<file path="config.mk">
export PLATFORM = sky130hd
export DESIGN_NAME = page_block_free_list_top
export DESIGN_NICKNAME = d
export VERILOG_FILES = /design/src/rtl/pbfl_pkg.sv /design/src/rtl/pbfl_link_ram.sv /design/src/rtl/pbfl_core.sv /design/src/rtl/page_block_free_list_top.sv
export SDC_FILE = /design/constraint.sdc
export NUM_CORES = 2
export LEC_CHECK = 0
export BUFFER_PORTS_ARGS = -buffer_cell sky130_fd_sc_hd__buf_4
export CAP_MARGIN = 40
export CORE_MARGIN = 2
export CORE_UTILIZATION = 30
export DETAILED_ROUTE_END_ITERATION = 10
export PLACE_DENSITY_LB_ADDON = 0.3
export SKIP_LAST_GASP = 1
export SYNTH_ARGS = -nofsm -noshare
export SYNTH_HDL_FRONTEND = slang
export SYNTH_SLANG_ARGS = --single-unit
</file>
<file path="constraint.sdc">
create_clock -name clk_i -period 15.65 [get_ports clk_i]
set_clock_uncertainty 0.05 [all_clocks]
set_input_delay 1.565 -clock clk_i [delete_from_list [all_inputs] [get_ports clk_i]]
set_output_delay 1.565 -clock clk_i [all_outputs]
set_load 0.01 [all_outputs]
</file>
<file path="src/rtl/pbfl_pkg.sv">
// pbfl_pkg: shared types and constants of the page block free list
// holds item structs, request/status codes, sequencer states and link ram port struct
// no dependencies
package pbfl_pkg;

  // page geometry
  localparam int unsigned MAX_BLOCKS  = 256;
  localparam int unsigned MAX_REQUEST = 64;
  localparam int unsigned PTR_W       = $clog2(MAX_BLOCKS + 1);
  localparam int unsigned IDX_W       = $clog2(MAX_BLOCKS);
  localparam int unsigned CNT_W       = $clog2(MAX_REQUEST + 1);
  localparam logic [PTR_W-1:0] EMPTY_PTR = PTR_W'(MAX_BLOCKS);

  // request codes
  typedef enum logic [2:0] {
    REQ_MARK_UNUSED    = 3'd0,
    REQ_INIT           = 3'd1,
    REQ_ALLOC          = 3'd2,
    REQ_CHECKED_FREE   = 3'd3,
    REQ_UNCHECKED_FREE = 3'd4
  } req_type_e;

  // free status codes
  typedef enum logic [1:0] {
    ST_OK        = 2'd0,
    ST_FULL      = 2'd1,
    ST_WAS_EMPTY = 2'd2
  } status_e;

  // sequencer states
  typedef enum logic [2:0] {
    S_IDLE,
    S_INIT,
    S_RD,
    S_LINK,
    S_OUT,
    S_FIN
  } state_e;

  typedef struct packed {
    logic [2:0]  req_type;
    logic [7:0]  block_index;
    logic [6:0]  request_count;
    logic [7:0]  size_class;
    logic [7:0]  node_id;
    logic [8:0]  block_count;
    logic [15:0] next_link;
  } in_item_t;

  typedef struct packed {
    logic [7:0]  allocated_block;
    logic        has_block;
    logic        last;
    logic [1:0]  status;
    logic [6:0]  allocated_count;
    logic [15:0] next_link_out;
    logic        now_empty;
  } out_item_t;

  // link ram access from the sequencer
  typedef struct packed {
    logic             we;
    logic [IDX_W-1:0] waddr;
    logic [PTR_W-1:0] wdata;
    logic             re;
    logic [IDX_W-1:0] raddr;
  } ram_req_t;

endpackage

</file>
<file path="src/rtl/pbfl_link_ram.sv">
// pbfl_link_ram: next-block link storage, one write and one registered read port
// depends on pbfl_pkg
module pbfl_link_ram (
  input  logic                         clk_i,
  input  pbfl_pkg::ram_req_t           req_i,
  output logic [pbfl_pkg::PTR_W-1:0]   rdata_o
);

  logic [pbfl_pkg::PTR_W-1:0] mem [pbfl_pkg::MAX_BLOCKS];
  logic [pbfl_pkg::PTR_W-1:0] rdata_q;

  // write port
  always_ff @(posedge clk_i) begin
    if (req_i.we) begin
      mem[req_i.waddr] <= req_i.wdata;
    end
  end

  // registered read port
  always_ff @(posedge clk_i) begin
    if (req_i.re) begin
      rdata_q <= mem[req_i.raddr];
    end
  end

  assign rdata_o = rdata_q;

endmodule

</file>
<file path="src/rtl/pbfl_core.sv">
// pbfl_core: request sequencer with one shared adder over the link ram
// depends on pbfl_pkg; drives pbfl_link_ram through a ram_req_t struct
module pbfl_core (
  input  logic                         clk_i,
  input  logic                         rst_ni,
  input  logic                         in_valid_i,
  output logic                         in_ready_o,
  input  pbfl_pkg::in_item_t           in_item_i,
  output logic                         res_valid_o,
  input  logic                         res_ready_i,
  output pbfl_pkg::out_item_t          res_item_o,
  output pbfl_pkg::ram_req_t           ram_req_o,
  input  logic [pbfl_pkg::PTR_W-1:0]   ram_rdata_i
);

  pbfl_pkg::state_e state_q, state_d;

  // list state
  logic [pbfl_pkg::PTR_W-1:0] head_q, head_d;
  logic [pbfl_pkg::PTR_W-1:0] outst_q, outst_d;
  logic [7:0]                 class_q, class_d;
  logic [7:0]                 node_q, node_d;
  logic                       cvalid_q, cvalid_d;
  logic [15:0]                dlink_q, dlink_d;

  // per-request working registers
  logic [pbfl_pkg::PTR_W-1:0] cur_q, cur_d;
  logic [pbfl_pkg::CNT_W-1:0] cnt_q, cnt_d;
  logic [pbfl_pkg::CNT_W-1:0] reqmax_q, reqmax_d;
  logic [pbfl_pkg::PTR_W-1:0] initn_q, initn_d;
  logic [pbfl_pkg::PTR_W-1:0] idx_q, idx_d;
  pbfl_pkg::out_item_t        res_q, res_d;

  // shared adder
  logic [pbfl_pkg::PTR_W-1:0] alu_a, alu_b;
  logic [pbfl_pkg::PTR_W:0]   alu_sum;

  logic                       accept;
  pbfl_pkg::req_type_e        req;
  logic                       match;
  logic                       head_empty;
  logic                       nxt_empty;
  logic                       link_last;
  logic [pbfl_pkg::PTR_W-1:0] init_n;
  logic [pbfl_pkg::CNT_W-1:0] req_clip;
  pbfl_pkg::status_e          free_st;

  assign accept     = in_valid_i && in_ready_o;
  assign req        = pbfl_pkg::req_type_e'(in_item_i.req_type);
  assign match      = cvalid_q && (class_q == in_item_i.size_class)
                      && (node_q == in_item_i.node_id);
  assign head_empty = head_q >= pbfl_pkg::EMPTY_PTR;
  assign nxt_empty  = ram_rdata_i >= pbfl_pkg::EMPTY_PTR;
  assign link_last  = (alu_sum[pbfl_pkg::CNT_W-1:0] == reqmax_q) || nxt_empty;

  // clamp init count and alloc request
  always_comb begin
    if (in_item_i.block_count == '0) begin
      init_n = pbfl_pkg::PTR_W'(1);
    end else if (in_item_i.block_count > pbfl_pkg::EMPTY_PTR) begin
      init_n = pbfl_pkg::EMPTY_PTR;
    end else begin
      init_n = in_item_i.block_count;
    end
    if (in_item_i.request_count > pbfl_pkg::CNT_W'(pbfl_pkg::MAX_REQUEST)) begin
      req_clip = pbfl_pkg::CNT_W'(pbfl_pkg::MAX_REQUEST);
    end else begin
      req_clip = in_item_i.request_count;
    end
  end

  // free status, shared by both free flavors
  always_comb begin
    if (outst_q == pbfl_pkg::PTR_W'(1)) begin
      free_st = pbfl_pkg::ST_FULL;
    end else if (head_empty) begin
      free_st = pbfl_pkg::ST_WAS_EMPTY;
    end else begin
      free_st = pbfl_pkg::ST_OK;
    end
  end

  // adder operand select: index step, grant step, outstanding update
  always_comb begin
    case (state_q)
      pbfl_pkg::S_INIT: begin
        alu_a = idx_q;
        alu_b = pbfl_pkg::PTR_W'(1);
      end
      pbfl_pkg::S_LINK: begin
        alu_a = pbfl_pkg::PTR_W'(cnt_q);
        alu_b = pbfl_pkg::PTR_W'(1);
      end
      pbfl_pkg::S_FIN: begin
        alu_a = outst_q;
        alu_b = pbfl_pkg::PTR_W'(cnt_q);
      end
      default: begin
        // decrement by adding all ones
        alu_a = outst_q;
        alu_b = '1;
      end
    endcase
  end

  assign alu_sum = {1'b0, alu_a} + {1'b0, alu_b};

  // next state
  always_comb begin
    state_d = state_q;
    case (state_q)
      pbfl_pkg::S_IDLE: begin
        if (accept) begin
          case (req)
            pbfl_pkg::REQ_INIT: begin
              if (!match) state_d = pbfl_pkg::S_INIT;
            end
            pbfl_pkg::REQ_ALLOC: begin
              if (req_clip == '0 || head_empty) state_d = pbfl_pkg::S_OUT;
              else                              state_d = pbfl_pkg::S_RD;
            end
            pbfl_pkg::REQ_CHECKED_FREE:   state_d = pbfl_pkg::S_OUT;
            pbfl_pkg::REQ_UNCHECKED_FREE: state_d = pbfl_pkg::S_OUT;
            default:                      state_d = pbfl_pkg::S_IDLE;
          endcase
        end
      end
      pbfl_pkg::S_INIT: begin
        if (alu_sum == {1'b0, initn_q}) state_d = pbfl_pkg::S_IDLE;
      end
      pbfl_pkg::S_RD:   state_d = pbfl_pkg::S_LINK;
      pbfl_pkg::S_LINK: state_d = pbfl_pkg::S_OUT;
      pbfl_pkg::S_OUT: begin
        if (res_ready_i) begin
          if (!res_q.last)          state_d = pbfl_pkg::S_RD;
          else if (res_q.has_block) state_d = pbfl_pkg::S_FIN;
          else                      state_d = pbfl_pkg::S_IDLE;
        end
      end
      pbfl_pkg::S_FIN: state_d = pbfl_pkg::S_IDLE;
      default:         state_d = pbfl_pkg::S_IDLE;
    endcase
  end

  // datapath and ram control
  always_comb begin
    head_d    = head_q;
    outst_d   = outst_q;
    class_d   = class_q;
    node_d    = node_q;
    cvalid_d  = cvalid_q;
    dlink_d   = dlink_q;
    cur_d     = cur_q;
    cnt_d     = cnt_q;
    reqmax_d  = reqmax_q;
    initn_d   = initn_q;
    idx_d     = idx_q;
    res_d     = res_q;
    ram_req_o = '0;
    case (state_q)
      pbfl_pkg::S_IDLE: begin
        if (accept) begin
          case (req)
            pbfl_pkg::REQ_MARK_UNUSED: begin
              dlink_d  = in_item_i.next_link;
              class_d  = '0;
              node_d   = '0;
              cvalid_d = 1'b0;
              outst_d  = '0;
              head_d   = pbfl_pkg::EMPTY_PTR;
            end
            pbfl_pkg::REQ_INIT: begin
              if (!match) begin
                class_d  = in_item_i.size_class;
                node_d   = in_item_i.node_id;
                cvalid_d = 1'b1;
                outst_d  = '0;
                dlink_d  = '0;
                head_d   = '0;
                idx_d    = '0;
                initn_d  = init_n;
              end
            end
            pbfl_pkg::REQ_ALLOC: begin
              cur_d    = head_q;
              cnt_d    = '0;
              reqmax_d = req_clip;
              // nothing to grant: single summary result
              res_d                 = '0;
              res_d.last            = 1'b1;
              res_d.next_link_out   = dlink_q;
              res_d.now_empty       = head_empty;
            end
            pbfl_pkg::REQ_CHECKED_FREE: begin
              if (free_st == pbfl_pkg::ST_OK) begin
                ram_req_o.we    = 1'b1;
                ram_req_o.waddr = in_item_i.block_index;
                ram_req_o.wdata = head_q;
                head_d          = pbfl_pkg::PTR_W'(in_item_i.block_index);
                if (outst_q != '0) outst_d = alu_sum[pbfl_pkg::PTR_W-1:0];
              end
              res_d        = '0;
              res_d.last   = 1'b1;
              res_d.status = free_st;
            end
            pbfl_pkg::REQ_UNCHECKED_FREE: begin
              ram_req_o.we    = 1'b1;
              ram_req_o.waddr = in_item_i.block_index;
              ram_req_o.wdata = head_q;
              head_d          = pbfl_pkg::PTR_W'(in_item_i.block_index);
              if (outst_q != '0) outst_d = alu_sum[pbfl_pkg::PTR_W-1:0];
              res_d        = '0;
              res_d.last   = 1'b1;
              res_d.status = free_st;
            end
            default: begin
              res_d = res_q;
            end
          endcase
        end
      end
      // thread blocks in address order, one link per cycle
      pbfl_pkg::S_INIT: begin
        ram_req_o.we    = 1'b1;
        ram_req_o.waddr = idx_q[pbfl_pkg::IDX_W-1:0];
        if (alu_sum == {1'b0, initn_q}) ram_req_o.wdata = pbfl_pkg::EMPTY_PTR;
        else                            ram_req_o.wdata = alu_sum[pbfl_pkg::PTR_W-1:0];
        idx_d = alu_sum[pbfl_pkg::PTR_W-1:0];
      end
      pbfl_pkg::S_RD: begin
        ram_req_o.re    = 1'b1;
        ram_req_o.raddr = cur_q[pbfl_pkg::IDX_W-1:0];
      end
      // link of the current block is back: hand it out
      pbfl_pkg::S_LINK: begin
        cnt_d                 = alu_sum[pbfl_pkg::CNT_W-1:0];
        cur_d                 = ram_rdata_i;
        res_d                 = '0;
        res_d.allocated_block = cur_q[pbfl_pkg::IDX_W-1:0];
        res_d.has_block       = 1'b1;
        res_d.last            = link_last;
        if (link_last) begin
          head_d                = ram_rdata_i;
          res_d.allocated_count = alu_sum[pbfl_pkg::CNT_W-1:0];
          res_d.next_link_out   = dlink_q;
          res_d.now_empty       = nxt_empty;
        end
      end
      // saturating outstanding update after a grant
      pbfl_pkg::S_FIN: begin
        if (alu_sum > {1'b0, pbfl_pkg::EMPTY_PTR}) outst_d = pbfl_pkg::EMPTY_PTR;
        else                                       outst_d = alu_sum[pbfl_pkg::PTR_W-1:0];
      end
      default: begin
        res_d = res_q;
      end
    endcase
  end

  // control and list state
  always_ff @(posedge clk_i or negedge rst_ni) begin
    if (!rst_ni) begin
      state_q  <= pbfl_pkg::S_IDLE;
      head_q   <= pbfl_pkg::EMPTY_PTR;
      outst_q  <= '0;
      class_q  <= '0;
      node_q   <= '0;
      cvalid_q <= 1'b0;
      dlink_q  <= '0;
    end else begin
      state_q  <= state_d;
      head_q   <= head_d;
      outst_q  <= outst_d;
      class_q  <= class_d;
      node_q   <= node_d;
      cvalid_q <= cvalid_d;
      dlink_q  <= dlink_d;
    end
  end

  // working registers
  always_ff @(posedge clk_i) begin
    cur_q    <= cur_d;
    cnt_q    <= cnt_d;
    reqmax_q <= reqmax_d;
    initn_q  <= initn_d;
    idx_q    <= idx_d;
    res_q    <= res_d;
  end

  assign in_ready_o  = state_q == pbfl_pkg::S_IDLE;
  assign res_valid_o = state_q == pbfl_pkg::S_OUT;
  assign res_item_o  = res_q;

  // head is a block index or the empty marker
  assert property (@(posedge clk_i) disable iff (!rst_ni)
    head_q <= pbfl_pkg::EMPTY_PTR)
    else $error("list head out of range");

  // outstanding count saturates at the page size
  assert property (@(posedge clk_i) disable iff (!rst_ni)
    outst_q <= pbfl_pkg::EMPTY_PTR)
    else $error("outstanding count above page size");

  // a result without a block always closes its request
  assert property (@(posedge clk_i) disable iff (!rst_ni)
    res_valid_o && !res_item_o.has_block |-> res_item_o.last)
    else $error("blockless result not marked last");

  // the walk never grants more than asked
  assert property (@(posedge clk_i) disable iff (!rst_ni)
    (state_q == pbfl_pkg::S_RD || state_q == pbfl_pkg::S_LINK) |-> cnt_q < reqmax_q)
    else $error("grant count reached request during walk");

  // a fetched link is always followed by a result
  assert property (@(posedge clk_i) disable iff (!rst_ni)
    state_q == pbfl_pkg::S_LINK |=> state_q == pbfl_pkg::S_OUT)
    else $error("link fetch not followed by result");

endmodule

</file>
<file path="src/rtl/page_block_free_list_top.sv">
// page_block_free_list_top: slab page free list with output register stage
// depends on pbfl_pkg, pbfl_core, pbfl_link_ram
//
//  channel | signals                           | direction | transfer when
//  --------+-----------------------------------+-----------+------------------------
//  request | in_valid_i, in_ready_o, in_item_i | in        | in_valid_i && in_ready_o
//  result  | out_valid_o, out_ready_i, out_item_o | out    | out_valid_o && out_ready_i
//
// mark unused and a matching init stay in the idle state; any other init threads the clamped
// block count into the link ram, one link write per cycle.
// alloc walks the list: each granted block costs a link ram read, the returned link and the
// result handoff, then one outstanding update; an empty grant sends only a summary result.
// frees go straight to their result. results leave through a one-entry output register.
// reset empties the list; link ram contents stay undefined until an init or free writes them.
// a stalled result holds the sequencer only once the output register is also full.
module page_block_free_list_top (
  input  logic                 clk_i,
  input  logic                 rst_ni,
  input  logic                 in_valid_i,
  output logic                 in_ready_o,
  input  pbfl_pkg::in_item_t   in_item_i,
  output logic                 out_valid_o,
  input  logic                 out_ready_i,
  output pbfl_pkg::out_item_t  out_item_o
);

  logic                       res_valid;
  logic                       res_ready;
  pbfl_pkg::out_item_t        res_item;
  pbfl_pkg::ram_req_t         ram_req;
  logic [pbfl_pkg::PTR_W-1:0] ram_rdata;

  logic                       obuf_valid_q;
  pbfl_pkg::out_item_t        obuf_q;

  pbfl_core u_core (
    .clk_i       (clk_i),
    .rst_ni      (rst_ni),
    .in_valid_i  (in_valid_i),
    .in_ready_o  (in_ready_o),
    .in_item_i   (in_item_i),
    .res_valid_o (res_valid),
    .res_ready_i (res_ready),
    .res_item_o  (res_item),
    .ram_req_o   (ram_req),
    .ram_rdata_i (ram_rdata)
  );

  pbfl_link_ram u_link_ram (
    .clk_i   (clk_i),
    .req_i   (ram_req),
    .rdata_o (ram_rdata)
  );

  // output register takes a result when empty or draining
  assign res_ready = !obuf_valid_q || out_ready_i;

  always_ff @(posedge clk_i or negedge rst_ni) begin
    if (!rst_ni) begin
      obuf_valid_q <= 1'b0;
    end else if (res_valid && res_ready) begin
      obuf_valid_q <= 1'b1;
    end else if (out_ready_i) begin
      obuf_valid_q <= 1'b0;
    end
  end

  always_ff @(posedge clk_i) begin
    if (res_valid && res_ready) begin
      obuf_q <= res_item;
    end
  end

  assign out_valid_o = obuf_valid_q;
  assign out_item_o  = obuf_q;

endmodule

</file>
==> load_flow_metrics.sql <==
INSERT INTO impl_metrics (metric_group, metric, value, unit) VALUES
('logic_synthesis', 'synth_fp_nets', '6919', ''),
('final_layout', 'postLayoutCoreUtil', '35.1', '%'),
('final_layout', 'area_delta_synth_final', '16.4', '%'),
('routing', 'detail_route.wirelength', '314', 'mm'),
('power_and_ir_drop', 'static-leakage-power', '38.8', 'nW'),
('grt', 'grt.total_usage', '18.3', '%'),
('clock_tree', 'worst_skew_pair.late_latency', '0.93', 'ns'),
('floorplanning', 'die_h', '578', 'µm'),
('hold_path', 'hold_wc_startpoint', 'u_core.res_item_o[25]$_SDFFCE_PN0P_', ''),
('hold_path', 'min_path_cells', '0', ''),
('logic_synthesis', 'yosys-mux-area-fraction', '4.06', '%'),
('logic_synthesis', 'synth_async_sr_flop_share', '2.22', '%'),
('flow_run', 'timing.max_cap.violations', '0', ''),
('logic_synthesis', 'synth_simple_gate_area_share', '9.78', '%'),
('critical_path', 'crit_arrival', '7.55', 'ns'),
('timing', 'hold_viol_final', '0', ''),
('placed_design', 'place.port_buffers', '100', ''),
('logic_synthesis', 'yosys_most_used_dff', 'sky130_fd_sc_hd__edfxtp_1', ''),
('logic_synthesis', 'synth_edf_count', '2425', ''),
('grt', 'grt_antenna_before_repair', '13', ''),
('critical_path', 'critPathSlowestCell', 'sky130_fd_sc_hd__dfrtp_1', ''),
('power_and_ir_drop', 'pwr_density_cell', '166', 'nW/µm²'),
('routing', 'drtPass1Iterations', '6', ''),
('timing', 'max_slew_margin', '21.7', '%'),
('floorplanning', 'die_w', '578', 'µm'),
('timing', 'timing.final.max_slew_violations', '0', ''),
('routing', 'routed-via-count', '62500', ''),
('critical_path', 'cp_data_required_time', '16.19', 'ns'),
('grt', 'first_pass_grt_wire_length', '446', 'mm'),
('clock_tree', 'cts-resized-gates', '0', ''),
('routing', 'wl_per_cell', '26.9', 'µm'),
('critical_path', 'crit_path_start_kind', 'flop', ''),
('outcome', 'status', 'completed', ''),
('timing', 'final_count_of_negative_setup_slack_endpoints', '0', ''),
('clock_tree', 'cts_max_level', '5', ''),
('critical_path', 'crit_path_max_incr_delay', '0.95', 'ns'),
('placed_design', 'placed_cells', '11200', ''),
('clock_tree', 'post_cts.repair.setup_buffers', '0', ''),
('final_layout', 'layoutNonFillerInstCount', '11700', ''),
('routing', 'drtIter0Drc', '8102', ''),
('critical_path', 'endpoint_kind', 'flop', ''),
('floorplanning', 'dieArea', '334000', 'µm²'),
('routing', 'via_per_inst', '5.34', ''),
('logic_synthesis', 'main_combinational_cell_family_by_area_after_synthesis', 'simple AND/OR/NAND/NOR gates', ''),
('logic_synthesis', 'yosysUniqueCellTypes', '97', ''),
('clock_tree', 'clkSlewWorstSetupHoldPaths', '0.06', 'ns'),
('timing', 'layout_worst_path_cycle_share', '44.8', '%'),
('logic_synthesis', 'synth-xor-area-share', '0.326', '%'),
('logic_synthesis', 'yosys_register_bits', '2480', ''),
('hold_path', 'timing.hold.worst_endpoint', 'out_item_o[25]$_DFFE_PP_', ''),
('clock_tree', 'numCtsBuffers', '281', ''),
('logic_synthesis', 'synth.yosys.seq_area_share', '75.1', '%'),
('critical_path', 'reg2regPathDepth', '17', ''),
('routing', 'route.detailed.drc', '0', ''),
('critical_path', 'regToRegStartpoint', 'u_core.state_q[2]$_DFFE_PN0P_', ''),
('logic_synthesis', 'synth_adder_area_share', '0.160', '%'),
('floorplanning', 'start_util', '30.2', '%'),
('timing', 'setup_tns', '0', 'ns'),
('placed_design', 'detailedPlacementHpwl', '184', 'mm'),
('logic_synthesis', 'share_of_the_synthesized_area_in_compound_gates_ao_oa_aoi_oai', '8.37', '%'),
('hold_path', 'worstHoldPathType', 'reg -> reg', ''),
('timing', 'tightestPinTransition', '1.17', 'ns'),
('logic_synthesis', 'synthesis.instances', '6844', ''),
('critical_path', 'crit_path_class', 'reg -> reg', ''),
('timing', 'finalWorstPathRequiredPeriod', '7.01', 'ns'),
('clock_tree', 'clock-root-buffer', 'sky130_fd_sc_hd__clkbuf_16', ''),
('grt', 'grt-ovfl-total', '0', ''),
('logic_synthesis', 'synthesis.area_per_instance', '14.4', 'µm²'),
('final_layout', 'final_layout_size_suffix_gt1_share', '13.6', '%'),
('logic_synthesis', 'mappedNetlistArea', '98800', 'µm²'),
('critical_path', 'cell_type_with_the_highest_occurrence_count_on_the_critical_path', 'sky130_fd_sc_hd__buf_4', '');
-- placed cells by master, fill, tap and decap left out, types with 27 or more instances in the layout --
| cell | instances |
|---|---|
| sky130_fd_sc_hd__a31oi_1 | 35 |
| sky130_fd_sc_hd__and2_1 | 38 |
| sky130_fd_sc_hd__nor4_1 | 64 |
| sky130_fd_sc_hd__a21oi_1 | 298 |
| sky130_fd_sc_hd__a32oi_1 | 27 |
| sky130_fd_sc_hd__clkbuf_1 | 68 |
| sky130_fd_sc_hd__o221ai_1 | 121 |
| sky130_fd_sc_hd__clkinv_1 | 56 |
| sky130_fd_sc_hd__nand3_1 | 361 |
| sky130_fd_sc_hd__o221a_2 | 54 |
| sky130_fd_sc_hd__nand2_1 | 1097 |
| sky130_fd_sc_hd__a221oi_1 | 40 |
| sky130_fd_sc_hd__dfrtp_1 | 54 |
| sky130_fd_sc_hd__a211oi_1 | 58 |
| sky130_fd_sc_hd__clkbuf_16 | 286 |
| sky130_fd_sc_hd__and3_1 | 29 |
| sky130_fd_sc_hd__nor2_1 | 489 |
| sky130_fd_sc_hd__buf_4 | 406 |
| sky130_fd_sc_hd__nand4_1 | 32 |
| sky130_fd_sc_hd__edfxtp_1 | 2425 |
| sky130_fd_sc_hd__o21ai_0 | 144 |
| sky130_fd_sc_hd__o22ai_1 | 133 |
| sky130_fd_sc_hd__mux2i_1 | 357 |
| sky130_fd_sc_hd__clkinv_2 | 44 |
| sky130_fd_sc_hd__inv_1 | 57 |
-- metrics by stage --
stage | area, µm² | setup WS, ns | total power, mW
floorplan | 98800 | -0.207 | 11.9
global placement | 105000 | 8.12 | 13.0
detailed placement | 107000 | 8.70 | 13.2
CTS | 115000 | 8.70 | 19.2
global route | 115000 | 8.27 | 19.7
finish | 115000 | 8.64 | 19.1
-- report_power, final --
group | total (mW) | switching (mW) | internal, mW
sequential | 9.16 | 0.112 | 9.05
clock | 6.04 | 2.56 | 3.48
combinational | 3.88 | 3.08 | 0.798
-- layout make-up --
type                            instances  area, µm²
Clock buffer                          355       7430
Multi-Input combinational cell       3854      22800
Timing Repair Buffer                  486       4120
Sequential cell                      2480      74200
Fill cell                           31300     212000
Antenna cell                            3       7.51
Clock inverter                        115        758
Inverter                               60        228
Tap cell                             4346       5440
-- Yosys cell counts, drive strengths merged, types with 39 or more instances --
master  number  area [µm²]
o21ai      163         835
dfrtp       54        1350
o221a       54         608
buf        238        1150
a221oi      40         350
o221ai     121        1060
a211oi      61         458
nand3      361        1810
inv         60         225
a21oi      300        1510
nor2       492        1860
nor4        69         432
clkbuf     212         796
nand2     1106        4150
mux2i      357        3570
edfxtp    2425       72800
o22ai      133         832
and2        39         244
-- layer usage --
metal	vias to the layer above	wire length (µm)	share of wire, %	GRT usage, %
met3	549	27800	8.8	3.28
met5	-	46	0.015	0
li1	26800	-	-	-
met4	6	10600	3.4	6.02
met2	3022	143000	46	28.8
met1	32100	133000	42	25.6
-- flip-flops by register name, indices dropped and copies added, names as in the netlist, 3 cells and up --
register	count
u_core.res_item_o	36
u_link_ram.mem	2304
u_core.node_q	8
u_core.idx_q	9
u_core.cur_q	8
u_core.initn_q	9
u_core.state_q	3
u_link_ram.rdata_o	9
u_core.cnt_q	7
u_core.class_q	8
u_core.head_q	9
out_item_o	36
u_core.reqmax_q	7
u_core.dlink_q	16
u_core.outst_q	9
-- critical path, delay by kind of cell, from the launching register on --
kind / cells / cell delay (ns)
AOI/OAI and AO/OA: 5 / 0.97
xor gates and xnor gates: 1 / 0.29
DFF: 1 / 0.95
adders and majority gates: 2 / 0.83
and+or+nand+nor: 4 / 1.21
buffers and inverters: 5 / 2.08
-- kinds of logic (layout without fill, tap and decap cells) --
family / Yosys count / count (layout)
other: 0 / 3
AND/OR/NAND/NOR: 2237 / 2237
AO/OA/AOI/OAI: 1181 / 1181
adder cells (fa/ha/maj): 12 / 12
buffers and inverters: 510 / 1016
flip-flops: 2480 / 2480
XOR/XNOR: 33 / 33
multiplexers: 391 / 391
-- how the worst max path moves through the flow --
| stage | cells after the start | to | slack [ns] |
|---|---|---|---|
| CTS | 17 | u_link_ram.mem[5][3]$_DFFE_PP_ | 8.70 |
| floorplan | 15 | u_link_ram.mem[0][6]$_DFFE_PP_ | -0.21 |
| detailed placement | 17 | u_link_ram.mem[64][3]$_DFFE_PP_ | 8.70 |
| finish | 17 | u_link_ram.mem[69][3]$_DFFE_PP_ | 8.64 |
| global route | 17 | u_link_ram.mem[5][3]$_DFFE_PP_ | 8.27 |
| global placement | 15 | u_link_ram.mem[74][4]$_DFFE_PP_ | 8.12 |
Note: power is estimated with default switching activity, not from simulation.
